===== src/ercf_pkg.sv =====
// shared types, codes and activation functions of the recurrent cell forward pass
// no dependencies
`default_nettype none

package ercf_pkg;

  localparam int DataW    = 16;
  localparam int SumW     = 24;
  localparam int PW       = 29;
  localparam int BW       = 17;
  localparam int VW       = 20;
  localparam int LW       = 18;
  localparam int TW       = 14;
  localparam int SW       = 13;
  localparam int ArgW     = 30;
  localparam int CntW     = 8;
  localparam int SlopeW   = 12;
  localparam int CfgIdxW  = 3;
  localparam int CfgDataW = 64;
  localparam int OpW      = 5;

  localparam logic [CfgIdxW-1:0] REG_IPS   = 3'd0;
  localparam logic [CfgIdxW-1:0] REG_WF    = 3'd1;
  localparam logic [CfgIdxW-1:0] REG_WM    = 3'd2;
  localparam logic [CfgIdxW-1:0] REG_WB    = 3'd3;
  localparam logic [CfgIdxW-1:0] REG_SLOPE = 3'd4;

  localparam logic [OpW-1:0] OP_NOP    = 5'd0;
  localparam logic [OpW-1:0] OP_ACC    = 5'd1;
  localparam logic [OpW-1:0] OP_M_XZ   = 5'd2;
  localparam logic [OpW-1:0] OP_M_HR   = 5'd3;
  localparam logic [OpW-1:0] OP_T_Z    = 5'd4;
  localparam logic [OpW-1:0] OP_M_W1   = 5'd5;
  localparam logic [OpW-1:0] OP_T_T1   = 5'd6;
  localparam logic [OpW-1:0] OP_M_W6   = 5'd7;
  localparam logic [OpW-1:0] OP_SIG    = 5'd8;
  localparam logic [OpW-1:0] OP_MUL_VS = 5'd9;
  localparam logic [OpW-1:0] OP_M_W2   = 5'd10;
  localparam logic [OpW-1:0] OP_T_T2   = 5'd11;
  localparam logic [OpW-1:0] OP_M_W3   = 5'd12;
  localparam logic [OpW-1:0] OP_LK     = 5'd13;
  localparam logic [OpW-1:0] OP_LK_L3  = 5'd14;
  localparam logic [OpW-1:0] OP_M_W4   = 5'd15;
  localparam logic [OpW-1:0] OP_LK_SUM = 5'd16;
  localparam logic [OpW-1:0] OP_M_W5   = 5'd17;
  localparam logic [OpW-1:0] OP_M_W7   = 5'd18;
  localparam logic [OpW-1:0] OP_T_B7   = 5'd19;
  localparam logic [OpW-1:0] OP_M_W8   = 5'd20;
  localparam logic [OpW-1:0] OP_FIN    = 5'd21;

  typedef struct packed {
    logic [OpW-1:0] op;
  } ercf_cmd_t;

  typedef struct packed {
    logic complete;
    logic out_hold;
  } ercf_status_t;

  localparam logic [ArgW-1:0] TanhLimit = 30'd20480;
  localparam logic [SW-1:0] QOne = 13'd4096;
  localparam logic [SW-1:0] TANH_LUT [11] = '{
    13'd0, 13'd1893, 13'd3119, 13'd3707, 13'd3949, 13'd4041,
    13'd4076, 13'd4089, 13'd4093, 13'd4095, 13'd4096
  };

  function automatic logic [SW-1:0] tanh_mag(input logic [ArgW-1:0] a);
    logic [3:0] idx;
    logic [10:0] frac;
    logic [SW-1:0] lo;
    logic [SW-1:0] hi;
    logic [10:0] d;
    logic [21:0] pr;
    idx  = a[14:11];
    frac = a[10:0];
    lo   = TANH_LUT[idx];
    hi   = TANH_LUT[4'(idx + 4'd1)];
    d    = 11'(hi - lo);
    pr   = {11'b0, d} * {11'b0, frac};
    if (a >= TanhLimit) begin
      return QOne;
    end
    return lo + SW'(pr[21:11]);
  endfunction

  function automatic logic signed [TW-1:0] act_tanh(input logic signed [ArgW-1:0] v);
    logic [ArgW-1:0] m;
    logic [TW-1:0] mag;
    m   = v[ArgW-1] ? ArgW'(-v) : v;
    mag = {1'b0, tanh_mag(m)};
    return v[ArgW-1] ? TW'(-mag) : mag;
  endfunction

  function automatic logic [SW-1:0] sigmoid(input logic signed [ArgW-1:0] v);
    logic [ArgW-1:0] m;
    logic [SW:0] t;
    logic [SW-1:0] s;
    m = v[ArgW-1] ? ArgW'(-v) : v;
    t = 14'd4096 + {1'b0, tanh_mag(m >> 1)};
    s = t[SW:1];
    return v[ArgW-1] ? QOne - s : s;
  endfunction

endpackage

`default_nettype wire


===== src/ercf_ctrl.sv =====
// controller state machine: sequences the shared multiplier and activations
// depends on ercf_pkg
`default_nettype none

module ercf_ctrl (
  input  wire logic                  clk,
  input  wire logic                  rst,
  input  wire logic                  in_valid,
  input  wire ercf_pkg::ercf_status_t status,
  output ercf_pkg::ercf_cmd_t        cmd,
  output logic                       in_stall
);
  import ercf_pkg::*;

  localparam logic [4:0] S_IDLE = 5'd0;
  localparam logic [4:0] S_XZ   = 5'd1;
  localparam logic [4:0] S_HR   = 5'd2;
  localparam logic [4:0] S_TZ   = 5'd3;
  localparam logic [4:0] S_W1   = 5'd4;
  localparam logic [4:0] S_TT1  = 5'd5;
  localparam logic [4:0] S_W6   = 5'd6;
  localparam logic [4:0] S_SG6  = 5'd7;
  localparam logic [4:0] S_MS6  = 5'd8;
  localparam logic [4:0] S_W2   = 5'd9;
  localparam logic [4:0] S_TT2  = 5'd10;
  localparam logic [4:0] S_W3   = 5'd11;
  localparam logic [4:0] S_LK3  = 5'd12;
  localparam logic [4:0] S_LD3  = 5'd13;
  localparam logic [4:0] S_W4   = 5'd14;
  localparam logic [4:0] S_LK4  = 5'd15;
  localparam logic [4:0] S_LD4  = 5'd16;
  localparam logic [4:0] S_W5   = 5'd17;
  localparam logic [4:0] S_SG5  = 5'd18;
  localparam logic [4:0] S_MS5  = 5'd19;
  localparam logic [4:0] S_W7   = 5'd20;
  localparam logic [4:0] S_TB7  = 5'd21;
  localparam logic [4:0] S_W8   = 5'd22;
  localparam logic [4:0] S_SG8  = 5'd23;
  localparam logic [4:0] S_MS8  = 5'd24;
  localparam logic [4:0] S_FIN  = 5'd25;

  logic [4:0] state;
  logic [4:0] state_next;

  always_ff @(posedge clk) begin
    if (rst) begin
      state <= S_IDLE;
    end else begin
      state <= state_next;
    end
  end

  assign in_stall = (state != S_IDLE);

  always_comb begin
    state_next = 5'(state + 5'd1);
    cmd.op     = OP_NOP;
    case (state)
      S_IDLE: begin
        state_next = S_IDLE;
        if (in_valid) begin
          cmd.op = OP_ACC;
          if (status.complete) begin
            state_next = S_XZ;
          end
        end
      end
      S_XZ:  cmd.op = OP_M_XZ;
      S_HR:  cmd.op = OP_M_HR;
      S_TZ:  cmd.op = OP_T_Z;
      S_W1:  cmd.op = OP_M_W1;
      S_TT1: cmd.op = OP_T_T1;
      S_W6:  cmd.op = OP_M_W6;
      S_SG6: cmd.op = OP_SIG;
      S_MS6: cmd.op = OP_MUL_VS;
      S_W2:  cmd.op = OP_M_W2;
      S_TT2: cmd.op = OP_T_T2;
      S_W3:  cmd.op = OP_M_W3;
      S_LK3: cmd.op = OP_LK;
      S_LD3: cmd.op = OP_LK_L3;
      S_W4:  cmd.op = OP_M_W4;
      S_LK4: cmd.op = OP_LK;
      S_LD4: cmd.op = OP_LK_SUM;
      S_W5:  cmd.op = OP_M_W5;
      S_SG5: cmd.op = OP_SIG;
      S_MS5: cmd.op = OP_MUL_VS;
      S_W7:  cmd.op = OP_M_W7;
      S_TB7: cmd.op = OP_T_B7;
      S_W8:  cmd.op = OP_M_W8;
      S_SG8: cmd.op = OP_SIG;
      S_MS8: cmd.op = OP_MUL_VS;
      S_FIN: begin
        if (status.out_hold) begin
          state_next = S_FIN;
        end else begin
          cmd.op     = OP_FIN;
          state_next = S_IDLE;
        end
      end
      default: state_next = S_IDLE;
    endcase
  end

endmodule

`default_nettype wire


===== src/ercf_dp.sv =====
// datapath: config registers, accumulator, shared multiplier, activations, output register
// depends on ercf_pkg
`default_nettype none

module ercf_dp (
  input  wire logic                                      clk,
  input  wire logic                                      rst,
  input  wire ercf_pkg::ercf_cmd_t                       cmd,
  output ercf_pkg::ercf_status_t                         status,
  input  wire logic                                      cfg_write,
  input  wire logic [ercf_pkg::CfgIdxW-1:0]              cfg_index,
  input  wire logic [ercf_pkg::CfgDataW-1:0]             cfg_data,
  input  wire logic signed [ercf_pkg::DataW-1:0]         contribution,
  input  wire logic                                      first_step,
  output logic                                           out_valid,
  input  wire logic                                      out_stall,
  output logic signed [ercf_pkg::DataW-1:0]              hidden_out
);
  import ercf_pkg::*;

  logic [CntW-1:0] inputs_per_step;
  logic [63:0] weights_front;
  logic [63:0] weights_middle;
  logic [31:0] weights_back;
  logic [SlopeW-1:0] leaky_slope;

  logic signed [SumW-1:0] step_sum;
  logic [CntW-1:0] step_count;
  logic signed [DataW-1:0] previous_hidden;

  logic signed [SumW-1:0] x;
  logic signed [DataW-1:0] h;
  logic signed [PW-1:0] p;
  logic signed [PW-1:0] a;
  logic signed [TW-1:0] z;
  logic signed [TW-1:0] t1;
  logic signed [TW-1:0] t2;
  logic signed [LW-1:0] l3;
  logic signed [VW-1:0] v;
  logic [SW-1:0] s;
  logic signed [SumW-1:0] sum;

  logic signed [PW-1:0] mul_a;
  logic signed [BW-1:0] mul_b;
  logic signed [PW+BW-1:0] prod;
  logic mul_en;
  logic signed [SumW-1:0] acc_total;
  logic [CntW:0] count_inc;
  logic signed [VW-1:0] lk_val;
  logic signed [SumW:0] fin_total;
  logic signed [DataW-1:0] fin_sat;

  assign count_inc = {1'b0, step_count} + 9'd1;
  assign status.complete = (count_inc >= {1'b0, inputs_per_step});
  assign status.out_hold = out_valid && out_stall;
  assign acc_total = step_sum + SumW'(contribution);
  assign lk_val = v[VW-1] ? VW'(p) : v;
  assign fin_total = (SumW+1)'(sum) + (SumW+1)'(p);

  always_comb begin
    if (fin_total > 25'sd32767) begin
      fin_sat = 16'sh7fff;
    end else if (fin_total < -25'sd32768) begin
      fin_sat = -16'sh8000;
    end else begin
      fin_sat = DataW'(fin_total);
    end
  end

  always_comb begin
    mul_a  = '0;
    mul_b  = '0;
    mul_en = 1'b1;
    case (cmd.op)
      OP_M_XZ: begin
        mul_a = PW'(x);
        mul_b = BW'($signed(weights_front[15:0]));
      end
      OP_M_HR: begin
        mul_a = PW'(h);
        mul_b = BW'($signed(weights_front[31:16]));
      end
      OP_M_W1: begin
        mul_a = PW'(z);
        mul_b = BW'($signed(weights_front[47:32]));
      end
      OP_M_W2: begin
        mul_a = PW'(t1);
        mul_b = BW'($signed(weights_front[63:48]));
      end
      OP_M_W3: begin
        mul_a = PW'(t1);
        mul_b = BW'($signed(weights_middle[15:0]));
      end
      OP_M_W6: begin
        mul_a = PW'(t1);
        mul_b = BW'($signed(weights_middle[31:16]));
      end
      OP_M_W4: begin
        mul_a = PW'(t2);
        mul_b = BW'($signed(weights_middle[47:32]));
      end
      OP_M_W5: begin
        mul_a = PW'(l3);
        mul_b = BW'($signed(weights_middle[63:48]));
      end
      OP_M_W7: begin
        mul_a = PW'(l3);
        mul_b = BW'($signed(weights_back[15:0]));
      end
      OP_M_W8: begin
        mul_a = PW'(l3);
        mul_b = BW'($signed(weights_back[31:16]));
      end
      OP_MUL_VS: begin
        mul_a = PW'(v);
        mul_b = $signed({4'b0, s});
      end
      OP_LK: begin
        mul_a = p;
        mul_b = $signed({5'b0, leaky_slope});
      end
      default: mul_en = 1'b0;
    endcase
  end

  assign prod = mul_a * mul_b;

  always_ff @(posedge clk) begin
    if (rst) begin
      inputs_per_step <= 8'd1;
      weights_front   <= '0;
      weights_middle  <= '0;
      weights_back    <= '0;
      leaky_slope     <= 12'd41;
    end else if (cfg_write) begin
      case (cfg_index)
        REG_IPS:   inputs_per_step <= cfg_data[CntW-1:0];
        REG_WF:    weights_front   <= cfg_data;
        REG_WM:    weights_middle  <= cfg_data;
        REG_WB:    weights_back    <= cfg_data[31:0];
        REG_SLOPE: leaky_slope     <= cfg_data[SlopeW-1:0];
        default: ;
      endcase
    end
  end

  always_ff @(posedge clk) begin
    if (rst) begin
      step_sum        <= '0;
      step_count      <= '0;
      previous_hidden <= '0;
      out_valid       <= 1'b0;
    end else begin
      if (out_valid && !out_stall) begin
        out_valid <= 1'b0;
      end
      case (cmd.op)
        OP_ACC: begin
          if (status.complete) begin
            step_sum   <= '0;
            step_count <= '0;
          end else begin
            step_sum   <= acc_total;
            step_count <= count_inc[CntW-1:0];
          end
        end
        OP_FIN: begin
          previous_hidden <= fin_sat;
          out_valid       <= 1'b1;
        end
        default: ;
      endcase
    end
  end

  always_ff @(posedge clk) begin
    if (mul_en) begin
      p <= prod[PW+11:12];
    end
    case (cmd.op)
      OP_ACC: begin
        x <= acc_total;
        h <= first_step ? '0 : previous_hidden;
      end
      OP_M_HR:   a <= p;
      OP_T_Z:    z <= act_tanh(ArgW'(a) + ArgW'(p));
      OP_T_T1:   t1 <= act_tanh(ArgW'(p));
      OP_T_T2:   t2 <= act_tanh(ArgW'(p));
      OP_SIG: begin
        v <= VW'(p);
        s <= sigmoid(ArgW'(p));
      end
      OP_LK:     v <= VW'(p);
      OP_LK_L3:  l3 <= LW'(lk_val);
      OP_M_W2:   sum <= SumW'(p);
      OP_LK_SUM: sum <= sum + SumW'(lk_val);
      OP_M_W7:   sum <= sum + SumW'(p);
      OP_T_B7:   sum <= sum + SumW'(act_tanh(ArgW'(p)));
      OP_FIN:    hidden_out <= fin_sat;
      default: ;
    endcase
  end

endmodule

`default_nettype wire


===== src/evolved_recurrent_cell_forward.sv =====
// top level of the recurrent cell forward pass: controller plus datapath
// depends on ercf_pkg, ercf_ctrl, ercf_dp
// a contribution that does not complete a step is accepted without stalling the input; a completing one
// stalls the input while the controller runs its 24 sequencer steps on one shared multiplier and then a
// finish step, which waits while the output is held; its hidden_out is registered when the finish step issues
// synchronous active-high reset restores register defaults and clears the step
`default_nettype none

module evolved_recurrent_cell_forward (
  input  wire logic                                clk,
  input  wire logic                                rst,
  input  wire logic                                in_valid,
  output logic                                     in_stall,
  input  wire logic signed [ercf_pkg::DataW-1:0]   contribution,
  input  wire logic                                first_step,
  output logic                                     out_valid,
  input  wire logic                                out_stall,
  output logic signed [ercf_pkg::DataW-1:0]        hidden_out,
  input  wire logic                                cfg_write,
  input  wire logic [ercf_pkg::CfgIdxW-1:0]        cfg_index,
  input  wire logic [ercf_pkg::CfgDataW-1:0]       cfg_data
);
  import ercf_pkg::*;

  ercf_cmd_t    cmd;
  ercf_status_t status;

  ercf_ctrl u_ctrl (
    .clk      (clk),
    .rst      (rst),
    .in_valid (in_valid),
    .status   (status),
    .cmd      (cmd),
    .in_stall (in_stall)
  );

  ercf_dp u_dp (
    .clk          (clk),
    .rst          (rst),
    .cmd          (cmd),
    .status       (status),
    .cfg_write    (cfg_write),
    .cfg_index    (cfg_index),
    .cfg_data     (cfg_data),
    .contribution (contribution),
    .first_step   (first_step),
    .out_valid    (out_valid),
    .out_stall    (out_stall),
    .hidden_out   (hidden_out)
  );

endmodule

`default_nettype wire


===== config.mk =====
export PLATFORM = sky130hd
export DESIGN_NAME = evolved_recurrent_cell_forward
export DESIGN_NICKNAME = d
export VERILOG_FILES = /design/src/ercf_pkg.sv /design/src/ercf_ctrl.sv /design/src/ercf_dp.sv /design/src/evolved_recurrent_cell_forward.sv
export SDC_FILE = /design/constraint.sdc
export NUM_CORES = 2
export LEC_CHECK = 0
export BUFFER_PORTS_ARGS = -buffer_cell sky130_fd_sc_hd__buf_2
export CAP_MARGIN = 20
export CORE_MARGIN = 1
export CORE_UTILIZATION = 62
export DETAILED_ROUTE_END_ITERATION = 10
export GPL_TIMING_DRIVEN = 0
export PLACE_DENSITY = 0.86
export SLEW_MARGIN = 25
export SYNTH_ARGS = -nofsm -noshare
export SYNTH_HDL_FRONTEND = slang
export SYNTH_HIERARCHICAL = 1
export SYNTH_SLANG_ARGS = --single-unit

===== constraint.sdc =====
create_clock -name clk -period 19.1 [get_ports clk]
set_clock_uncertainty 0.15 [all_clocks]
set_input_delay 1.91 -clock clk [delete_from_list [all_inputs] [get_ports clk]]
set_output_delay 1.91 -clock clk [all_outputs]
set_load 0.01 [all_outputs]

==> results.md <==
- Result of the run: complete, but fails checks
- Violated checks: design-rule violations
- Post-synth top flop: sky130_fd_sc_hd__dfxtp_1
- Wire length of the first global-routing pass: 276,000 um
- Clock root cell: sky130_fd_sc_hd__clkbuf_16
- Area growth from synthesis to layout: 7.61%
- DP HPWL: approximately 150,000 um
- Total GRT Usage: just under 40%
- Path type of the worst setup path: flip-flop to flip-flop
- Parity-gate share of the synthesized area counting xor and xnor cells: under 10%
- CTS tree: done
- Maximum cell stage delay along the critical path: 0.79 ns
- Synthesized netlist net count: 7,700
- Critical path endpoint category: flip-flop
- Worst Hold Path Cells: 2
- Mapped Area: 56,000 um^2
- Terminus of the critical flop-to-flop path: u_dp/sum[23]
- Clock transition at path regs: approximately 0.06 ns
- Clock network latency to the later pin of the worst-skew pair: around 0.64 ns
- Die height: a little over 300 um
- Launching element type of the critical path: flip-flop
- Final Slew Violations: 0
- Worst setup path startpoint: u_dp/p[0]
- Area leader, netlist: sky130_fd_sc_hd__fa_1
- Setup slack after placement: roughly 1.6 ns
- Pre-antenna DRT Iters: 11
- Final global-route overflow total: 0
- Highest clock frequency the design can meet: 55.2 MHz
- Count of routing violations after the opening detailed-route iteration: around 6,800
- Post-CTS Setup Bufs: 0
- Number of hold-slack violations in the final timing report: 0
- Number of cell instances on the worst register-to-register path: 57
- Number of global-route vias before repair: about 50,000
- Hold wc startpoint: u_dp/weights_middle[12]
- Number of antenna violations at the first check in global routing: 8
- Fraction of the mapped netlist area in adder cells: 34.9%
- Simple-gate portion of the synthesized area: 17.6%
- Setup tns final: 0 ns
- Post-CTS Hold Buffers: 0
- CTS resizes: 0
- Share of the synthesized area in the top cell type: 24.3%
- CP Data Arrival Time: 18.33 ns
- Clock H-tree levels: 2
- Reg-to-reg startpoint: u_dp/p[0]
- Req. time, crit path: 19.32 ns
- Number of port buffers: ~110
- Clk sink count: 465
- Width of the die: 302 um
- Compound-gate portion of the synthesized area: 14.1%
- Number of cells produced by synthesis: ~6,500
- Critical-path maximum fanout: 12
- Most common cell after layout, fill and taps aside: sky130_fd_sc_hd__nand2_1
- Final setup fails: 0
- Count of max-cap constraint violations: 0
- Cell with the largest stage delay on the worst path: sky130_fd_sc_hd__a211oi_1
- DR DRC count: 5
- Area of the placeable core: 88,900 um^2
- Synth unique cells: 103
- Maximum buffer depth of the clock tree: 3
- Average size of a mapped cell: 8.67 um^2
- Internal reg-to-reg setup slack: about 1 ns
- Fraction of the yosys area taken by sequential cells: 20.8%
- Class of the worst hold path: flip-flop to flip-flop
- Gp weighted congestion: between 1 and 1.5
- DR vias: 50,467
- Largest family of logic cells by synthesized area: adder cells
- CTS buffer count: slightly above 50
- Routed WL: 181,000 um
- Std cell rows: 109
- Seq cells post-synth: around 470
- Transition at the pin with the smallest max-transition slack: 1.16 ns
- Post-route fraction of the period consumed by the critical path: a little over nine tenths
- Share of flip-flops with an asynchronous set or reset after synthesis: 0%
- Filler instances: 6,889
- Number of top-level design ports: 107
- Maximum number of pins on one net before global-route repair: 50
- Fraction of final layout cells sized beyond drive strength 1: 5.29%
- Min Clock Period, post-route: 18.11 ns
- Final core utilization: 67.7%
- Number of nets with antenna violations after routing: 0
- Count of flip-flops with a built-in enable after synthesis: roughly 230
- Setup slack of the critical path after layout: approximately 1 ns
- Detail-routed net length per standard cell: 23.1 um
- Headroom to the max-slew limit: 22.7%
- DIE AREA: 91,500 um^2
- Effective utilization at floorplan: a little over three fifths
- Endpoint of the worst hold-timing path: u_dp/weights_middle[12]
- Synth Warn #: 6
- Net total in the final layout: 7,889
- Setup repair after global routing missed its margin: no
- Cells taking the most area after synthesis: sky130_fd_sc_hd__fa_1 (24%), sky130_fd_sc_hd__edfxtp_1 (12%), sky130_fd_sc_hd__ha_1 (11%), sky130_fd_sc_hd__dfxtp_1 (8.4%), sky130_fd_sc_hd__nand2_1 (6.8%)
- Vias per std cell: 6.42
- Commonest cells after routing, fill and taps aside: sky130_fd_sc_hd__nand2_1 (1,018), sky130_fd_sc_hd__inv_1 (780), sky130_fd_sc_hd__fa_1 (679), sky130_fd_sc_hd__nor2_1 (576), sky130_fd_sc_hd__ha_1 (476)
- Share of synthesized area spent on multiplexers: 0.970%
-- worst max path at each step --
stage | end | slack [ns] | depth (start not counted)
floorplan | u_dp/sum[23] | 4.59 | 60
global placement | u_dp/sum[22] | 1.81 | 54
detailed placement | u_dp/sum[22] | 1.64 | 54
CTS | u_dp/sum[22] | 1.46 | 54
global route | u_dp/sum[23] | 0.45 | 57
finish | u_dp/sum[23] | 0.99 | 57
-- metrics by stage --
step | cell area [um^2] | hold WS, ns | instances
after floorplan | 56000 | 0.282 | 6456
after global placement | 58000 | 0.291 | 7727
after detailed placement | 58500 | 0.296 | 7756
after CTS | 60200 | 0.304 | 7852
after global routing | 60200 | 0.323 | 7855
final | 60200 | 0.307 | 7863
-- layer usage --
layer	part of all wire [%]	vias up	GRT usage, %
met5	0.015	-	0
met4	9.4	4	29.5
met3	13	977	11.1
met2	43	3574	60.4
met1	35	23978	47.8
li1	-	21934	-
-- worst max-delay path: cells and delay by family (launching register included) --
family | cells | cell delay [ns]
AOI/OAI and AO/OA | 20 | 6.61
xor gates and xnor gates | 3 | 1.23
adders and majority gates | 11 | 4.76
buffers and inverters | 8 | 1.68
DFF | 1 | 0.53
muxes | 1 | 0.25
and+or+nand+nor | 14 | 2.62
-- state kept, by name (all words and copies together) (netlist names), 18 cells and up --
| name | count |
|---|---|
| u_dp/a | 29 |
| u_dp/l3 | 18 |
| u_dp/p | 29 |
| u_dp/step_sum | 24 |
| u_dp/sum | 24 |
| u_dp/v | 20 |
| u_dp/weights_back | 32 |
| u_dp/weights_front | 64 |
| u_dp/weights_middle | 64 |
| u_dp/x | 24 |
-- cell usage after synthesis (all sizes together), types with 12 or more instances --
cell type	count
o211ai	20
a22oi	83
and3	32
mux2i	25
clkbuf	263
nand2	1018
ha	476
edfxtp	231
a21boi	18
and2	58
fa	679
a221oi	28
o21a	44
o31ai	33
a222oi	20
nor3	86
or3	37
a211o	12
xor2	103
a22o	13
a211oi	58
o21bai	22
a31oi	29
buf	28
dfxtp	234
inv	782
a21o	82
mux2	26
o21ai	172
nand3	124
nor2	582
nor4	20
nand4	23
nand2b	76
a21oi	417
o41ai	17
or2	35
a221o	24
xnor2	173
nor2b	68
-- area by class of cell --
type                       count  area (um^2)  area share (%)
buffer                       291         1130            1.88
clock buffer                  68         1430            2.37
multi-input combinational   4910        40500            67.2
timing repair buffer         136          820            1.36
sequential                   465        11600            19.3
clock inverter                28          288           0.478
antenna                       10         25.0          0.0415
tap                         1165         1460            2.42
inverter                     790         2970            4.92
-- cells by family (layout without fill, tap and decap cells) --
kind of cell,count (synthesis),count (layout)
buffers and inverters,1081,1313
AO/OA/AOI/OAI,1199,1199
XOR/XNOR,276,276
multiplexers,51,51
AND/OR/NAND/NOR,2229,2229
other,0,10
flip-flops,465,465
adder cells (fa/ha/maj),1155,1155
Power is not shown: default switching activity piles up to over one toggle a cycle in this logic, so the estimate is an artifact.
